**config.mk**
```make
export PLATFORM = sky130hd
export DESIGN_NAME = scpa_queue
export DESIGN_NICKNAME = d
export VERILOG_FILES = /design/src/rtl/scpa_pkg.sv /design/src/rtl/scpa_queue.sv
export SDC_FILE = /design/constraint.sdc
export NUM_CORES = 1
export LEC_CHECK = 0
export BUFFER_PORTS_ARGS = -buffer_cell sky130_fd_sc_hd__buf_2
export CORE_ASPECT_RATIO = 0.9
export CORE_UTILIZATION = 50
export CTS_BUF_LIST = sky130_fd_sc_hd__clkbuf_8 sky130_fd_sc_hd__clkbuf_16
export DETAILED_ROUTE_END_ITERATION = 8
export PLACE_DENSITY = 0.84
export SLEW_MARGIN = 40
export SYNTH_ARGS = -nofsm -noshare
export SYNTH_HDL_FRONTEND = slang
export SYNTH_SLANG_ARGS = --single-unit
```
**constraint.sdc**
```tcl
create_clock -name clk -period 2.7 [get_ports clk]
set_input_delay 0.135 -clock clk [delete_from_list [all_inputs] [get_ports clk]]
set_output_delay 0.135 -clock clk [all_outputs]
set_load 0.005 [all_outputs]
```
**src/rtl/scpa_pkg.sv**
```systemverilog
// shared types, constants and helpers for the size class pool allocator
`timescale 1ns / 1ps
package scpa_pkg;

  localparam int unsigned NUM_CLASSES = 7;
  localparam int unsigned CLS_W = 3;
  localparam int unsigned ADDR_W = 48;
  localparam int unsigned SIZE_W = 32;
  localparam int unsigned IDX_W = 14;
  localparam int unsigned CNT_W = 15;
  localparam int unsigned CFG_IDX_W = 3;
  localparam int unsigned QUEUE_DEPTH = 2;

  localparam int unsigned DEF_SMALL_CLASS_ENTRIES = 16384;
  localparam int unsigned DEF_KIB_CLASS_ENTRIES = 1024;
  localparam int unsigned DEF_MIB_CLASS_ENTRIES = 2;
  localparam int unsigned DEF_FOUR_MIB_CLASS_ENTRIES = 4;
  localparam int unsigned DEF_SIXTEEN_MIB_CLASS_ENTRIES = 2;

  localparam int unsigned CLASS_SHIFT [NUM_CLASSES] = '{7, 8, 10, 12, 20, 22, 24};

  typedef logic [ADDR_W-1:0] addr_t;
  typedef logic [CLS_W-1:0] cls_t;
  typedef logic [IDX_W-1:0] idx_t;
  typedef logic [CNT_W-1:0] cnt_t;

  typedef enum logic [2:0] {
    ST_OK         = 3'd0,
    ST_OOM        = 3'd1,
    ST_TOO_LARGE  = 3'd2,
    ST_UNALIGNED  = 3'd3,
    ST_DOUBLE     = 3'd4,
    ST_ILLEGAL    = 3'd5
  } status_t;

  typedef enum logic [1:0] {
    K_ALLOC = 2'd0,
    K_FREE  = 2'd1,
    K_ERR   = 2'd2
  } kind_t;

  localparam logic CMD_ALLOC = 1'b0;
  localparam logic CMD_FREE  = 1'b1;

  typedef struct packed {
    kind_t   kind;
    cls_t    cls;
    idx_t    idx;
    status_t err;
  } entry_t;

  typedef enum logic [1:0] {
    S_CLEAR = 2'd0,
    S_FETCH = 2'd1,
    S_EXEC  = 2'd2
  } back_state_t;

  // block address offset inside its class region
  function automatic addr_t block_offset(input idx_t idx, input cls_t cls);
    addr_t wide;
    wide = ADDR_W'(idx);
    unique case (cls)
      3'd0: block_offset = wide << CLASS_SHIFT[0];
      3'd1: block_offset = wide << CLASS_SHIFT[1];
      3'd2: block_offset = wide << CLASS_SHIFT[2];
      3'd3: block_offset = wide << CLASS_SHIFT[3];
      3'd4: block_offset = wide << CLASS_SHIFT[4];
      3'd5: block_offset = wide << CLASS_SHIFT[5];
      3'd6: block_offset = wide << CLASS_SHIFT[6];
      default: block_offset = '0;
    endcase
  endfunction

  // block index of a region offset
  function automatic addr_t offset_index(input addr_t dif, input cls_t cls);
    unique case (cls)
      3'd0: offset_index = dif >> CLASS_SHIFT[0];
      3'd1: offset_index = dif >> CLASS_SHIFT[1];
      3'd2: offset_index = dif >> CLASS_SHIFT[2];
      3'd3: offset_index = dif >> CLASS_SHIFT[3];
      3'd4: offset_index = dif >> CLASS_SHIFT[4];
      3'd5: offset_index = dif >> CLASS_SHIFT[5];
      3'd6: offset_index = dif >> CLASS_SHIFT[6];
      default: offset_index = '0;
    endcase
  endfunction

  function automatic logic misaligned(input addr_t dif, input cls_t cls);
    addr_t mask;
    unique case (cls)
      3'd0: mask = (addr_t'(1) << CLASS_SHIFT[0]) - addr_t'(1);
      3'd1: mask = (addr_t'(1) << CLASS_SHIFT[1]) - addr_t'(1);
      3'd2: mask = (addr_t'(1) << CLASS_SHIFT[2]) - addr_t'(1);
      3'd3: mask = (addr_t'(1) << CLASS_SHIFT[3]) - addr_t'(1);
      3'd4: mask = (addr_t'(1) << CLASS_SHIFT[4]) - addr_t'(1);
      3'd5: mask = (addr_t'(1) << CLASS_SHIFT[5]) - addr_t'(1);
      3'd6: mask = (addr_t'(1) << CLASS_SHIFT[6]) - addr_t'(1);
      default: mask = '0;
    endcase
    misaligned = |(dif & mask);
  endfunction

endpackage

```
**src/rtl/scpa_queue.sv**
```systemverilog
// short queue between the front end and the list engine
`timescale 1ns / 1ps
module scpa_queue (
  input  logic              clk,
  input  logic              rst,
  input  logic              q_push,
  input  scpa_pkg::entry_t  q_entry,
  output logic              q_full,
  input  logic              q_pop,
  output logic              q_valid,
  output scpa_pkg::entry_t  q_head
);
  import scpa_pkg::*;

  localparam int unsigned PTR_W = $clog2(QUEUE_DEPTH);

  entry_t               slots [QUEUE_DEPTH];
  logic [PTR_W-1:0]     wr_ptr;
  logic [PTR_W-1:0]     rd_ptr;
  logic [PTR_W:0]       fill;

  assign q_full  = (fill == (PTR_W+1)'(QUEUE_DEPTH));
  assign q_valid = (fill != '0);
  assign q_head  = slots[rd_ptr];

  always_ff @(posedge clk) begin
    if (rst) begin
      wr_ptr <= '0;
      rd_ptr <= '0;
      fill   <= '0;
    end else begin
      if (q_push) begin
        wr_ptr <= (wr_ptr == PTR_W'(QUEUE_DEPTH-1)) ? '0 : wr_ptr + PTR_W'(1);
      end
      if (q_pop) begin
        rd_ptr <= (rd_ptr == PTR_W'(QUEUE_DEPTH-1)) ? '0 : rd_ptr + PTR_W'(1);
      end
      if (q_push && !q_pop) begin
        fill <= fill + (PTR_W+1)'(1);
      end else if (q_pop && !q_push) begin
        fill <= fill - (PTR_W+1)'(1);
      end
    end
  end

  always_ff @(posedge clk) begin
    if (q_push) begin
      slots[wr_ptr] <= q_entry;
    end
  end

endmodule

```
## After elaboration in Yosys (flattened, before gate mapping)

Memory sizes are Yosys's and may differ from the RTL's. A register that Yosys moved wholly into a read port is not among the register bits.
Index checks and enable logic that the tools add are counted.

- $add $sub $neg: 4
- Eq/ne operators: 1
- Mux-type cells: 8
- Reductions and logical operators: 6

Operators with widths:

| kind | number |
|---|---|
| 1-bit two-way mux | 6 |
| 2-bit two-way mux | 2 |
| 2-bit nonzero test | 2 |
| 1-bit adder, second input constant | 2 |
| 2-bit by 1-bit adder with 2-bit output, second input constant | 1 |
| 2-bit == test, second input constant | 1 |
| 1-bit logical AND | 2 |
| 1-bit logical NOT | 2 |
| 2-bit by 1-bit subtractor with 2-bit output, second input constant | 1 |

- Register bits: 4
- RAM bits: 44
- Bits of input ports: 26
- Output and inout bits: 24
- Word-level logic and storage cells: 23
- Memories kept: 1

Memory list:

| name | words | bits a word | read ports | clocked after Yosys merged registers in | wr ports | line | RTL |
|---|---|---|---|---|---|---|---|
| slots | 2 | 22 | 1 | 1 | 1 | scpa_queue.sv:17 | `entry_t slots [QUEUE_DEPTH];` |

## Logic depth before layout (Yosys ltp)

- Word-level depth: 4
- Depth in mapped cells: 5
- Mapped depth without buffers: 5

## Least setup slack after synthesis

No wires, ideal clock.

- Kind: flip-flop to flip-flop
- Start: register wr_ptr
- End: memory slots[0][0] (netlist bit) (enable)
- Library setup time: 0.403 ns
- Arrival time: 1.328 ns
- Required time: 2.297 ns
- Path slack: 0.968 ns
- Cell stages (with the launch flop): 2
- Path buffers: 0
- Period minus slack after synthesis: 1.732 ns
- Path through: dfxtp_1 nor2b_1

RTL lines:

| item | line | RTL |
|---|---|---|
| start, declared | scpa_queue.sv:18 | `logic [PTR_W-1:0] wr_ptr;` |
| start signal, assigned | scpa_queue.sv:33 | `wr_ptr <= (wr_ptr == PTR_W'(QUEUE_DEPTH-1)) ? '0 : wr_ptr + PTR_W'(1);` |
| end, declared | scpa_queue.sv:17 |  |

Straight into the memory's write port.

==> out/qor.csv <==
metric,value,unit
status,"finished, final reports clean",
hold_viol_final,0,
layout_commonest_cell,buf_2,
portBuffers,49,
syn-instance-count,90,
antennaDiodeCount,0,
r2r-end,slots[1][5],
pwr_density_cell,704.8,nW/µm²
r2r_cells,2,
slew_headroom,0.5630,
clock_skew,0.004178,ns
crit_arrival,1.48,ns
drive_above_1_share,0.5753,
p_leak,0.0008520,µW
grt_pass1_wl,4291,µm
synth.distinct_cells,16,
wl,2772,µm
max_freq,617.4,MHz
stdcell_count,190,
setup_violations,0,
path_buf_inv,1,
critPathMaxFanout,22,
min_to,slots[1][14],
cts_resized,0,
path_delay_family,flip-flops,
mostFrequentLayoutCells,"buf_2 (49), edfxtp_1 (44), mux2_2 (22)",
r2r_start,wr_ptr,
drv_slew,0,
syn_avg_cell_area,19.88,µm²
start_kind,flip-flop,
design_area,2202,µm²
grt-ovfl-total,0,
die_area,3822,µm²
finalCriticalPeriod,1.620,ns
io_pins,50,
antenna_found_initial,0,
grt_pass1_vias,923,
rows,20,
cts_sinks,49,
cts_root_buf,clkbuf_8,
ir_drop,0.3662,mV
drc,0,
synth_area,1789,µm²
crit_chain,mux2_2 > buf_2,
clk-insertion-delay-late,0.29,ns
track_usage,0.1620,
coreArea,3403,µm²
slowest_delay,0.66,ns
ff2ff_setup_slack,1.16,ns
htreeDepth,2,
viasPerCell,4.884,
dpl.cell_count,183,
hp-start,q_entry[14],
cts.hold.buffers_added,0,
min_path_cells,1,
dpl.hpwl,1982,µm
die_h,58.75,µm
tightest_slew,0.6556,ns
post_cts_buffers,0,
die_w,65.06,µm
tns,0,ns
yosys_warnings,0,
drt-pass1-iter-count,3,
placed_cell_area,2098,µm²
finalWeightedCongestion,0.6225,
drt_iter0_markers,33,
grt_max_degree,23,
ys_ff_latch,49,
area_growth,23.08,%
cts_tree,yes,
clk_path_buf_depth,2,
hold_path_class,input pin to flip-flop,
required,2.57,ns
clkTransAtPathRegs,0.08,ns
vias,928,
finalCritPeriodShare,0.5999,
drv_cap,0,
rsz0062_at_grt,no,
wire_per_inst,14.59,µm
nNetsFinal,173,
worstSetupPathType,flip-flop to output port,
synth.yosys.seq_area_share,0.7944,
synth_fp_nets,117,
initial_core_util,0.5257,
cts_made_buffers,5,
crit_slowest_cell,dfxtp_2,
ant_nets,0,
endpoint_kind,output port,
fin_util,0.6471,
==> flip-flops by register name, indices dropped and copies added, names as in the netlist, named ones only <==
name	flops
wr_ptr	1
rd_ptr	1
fill	2
slots	44
==> cell families (layout without fill, tap and decap cells) <==
family,Yosys count,count (layout),share of synthesized area
AOI/OAI and AO/OA,2,2,0.005589
xor gates and xnor gates,4,4,0.01958
adders and majority gates,1,1,0.006992
buffers and inverters,3,59,0.007691
DFF,49,49,0.7944
muxes,22,22,0.1385
and+or+nand+nor,9,9,0.02728
==> worst max path at each step <==
stage | slack (ns) | cells after the start | to | start
floorplan | 0.97 | 1 | slots[0][0] | wr_ptr
global placement | 1.09 | 2 | q_head[10] | flip-flop
detailed placement | 1.14 | 2 | slots[1][16] | wr_ptr
CTS | 1.06 | 2 | q_head[10] | flip-flop
global route | 0.99 | 2 | q_head[10] | flip-flop
finish | 1.08 | 2 | q_head[10] | flip-flop
==> layout make-up <==
type | count | area, µm²
well taps | 44 | 55.05
multi-input cells | 38 | 356.6
clock inverters | 2 | 35.03
clock buffers | 5 | 68.82
repair buffers | 51 | 260.3
inverters | 1 | 3.754
fillers | 266 | 1201
flip-flops and latches | 49 | 1423
==> metal layers <==
layer / up-vias / global-route usage / share of wire
met1: 444 / 0.1940 / 0.43
met2: 32 / 0.2649 / 0.50
met3: 4 / 0.05233 / 0.049
li1: 448 / - / -
met5: - / 0 / 0
met4: 0 / 0.08385 / 0.014
==> per-stage QoR <==
step	hold slack, ns	power (µW)	setup WS, ns
after CTS	0.02253	1567	1.056
after global routing	0.01229	1620	0.9932
after floorplan	0.2041	1006	0.9684
after global placement	0.3232	1079	1.093
after detailed placement	0.3262	1089	1.138
final	0.02959	1552	1.080
==> synthesized netlist by cell type <==
| library cell | instances | area, µm² |
|---|---|---|
| edfxtp_1 | 44 | 1321 |
| mux2_2 | 22 | 247.7 |
| dfxtp_1 | 5 | 100.1 |
| nor2_1 | 4 | 15.01 |
| buf_2 | 2 | 10.01 |
| xnor2_1 | 2 | 17.52 |
| xor2_1 | 2 | 17.52 |
| a21oi_1 | 1 | 5.000 |
| and2_1 | 1 | 6.260 |
| and2b_2 | 1 | 8.760 |
| ha_1 | 1 | 12.51 |
| inv_1 | 1 | 3.750 |
| nor2b_1 | 1 | 6.260 |
| o21ai_0 | 1 | 5.000 |
| or2_2 | 1 | 6.260 |
| or3_1 | 1 | 6.260 |
==> report_power, final <==
| group | internal (µW) | switching (µW) | total (µW) |
|---|---|---|---|
| sequential | 881 | 28.2 | 909 |
| clock | 269 | 214 | 483 |
| combinational | 92.4 | 67.9 | 160 |
Note: power is estimated with default switching activity, not from simulation.
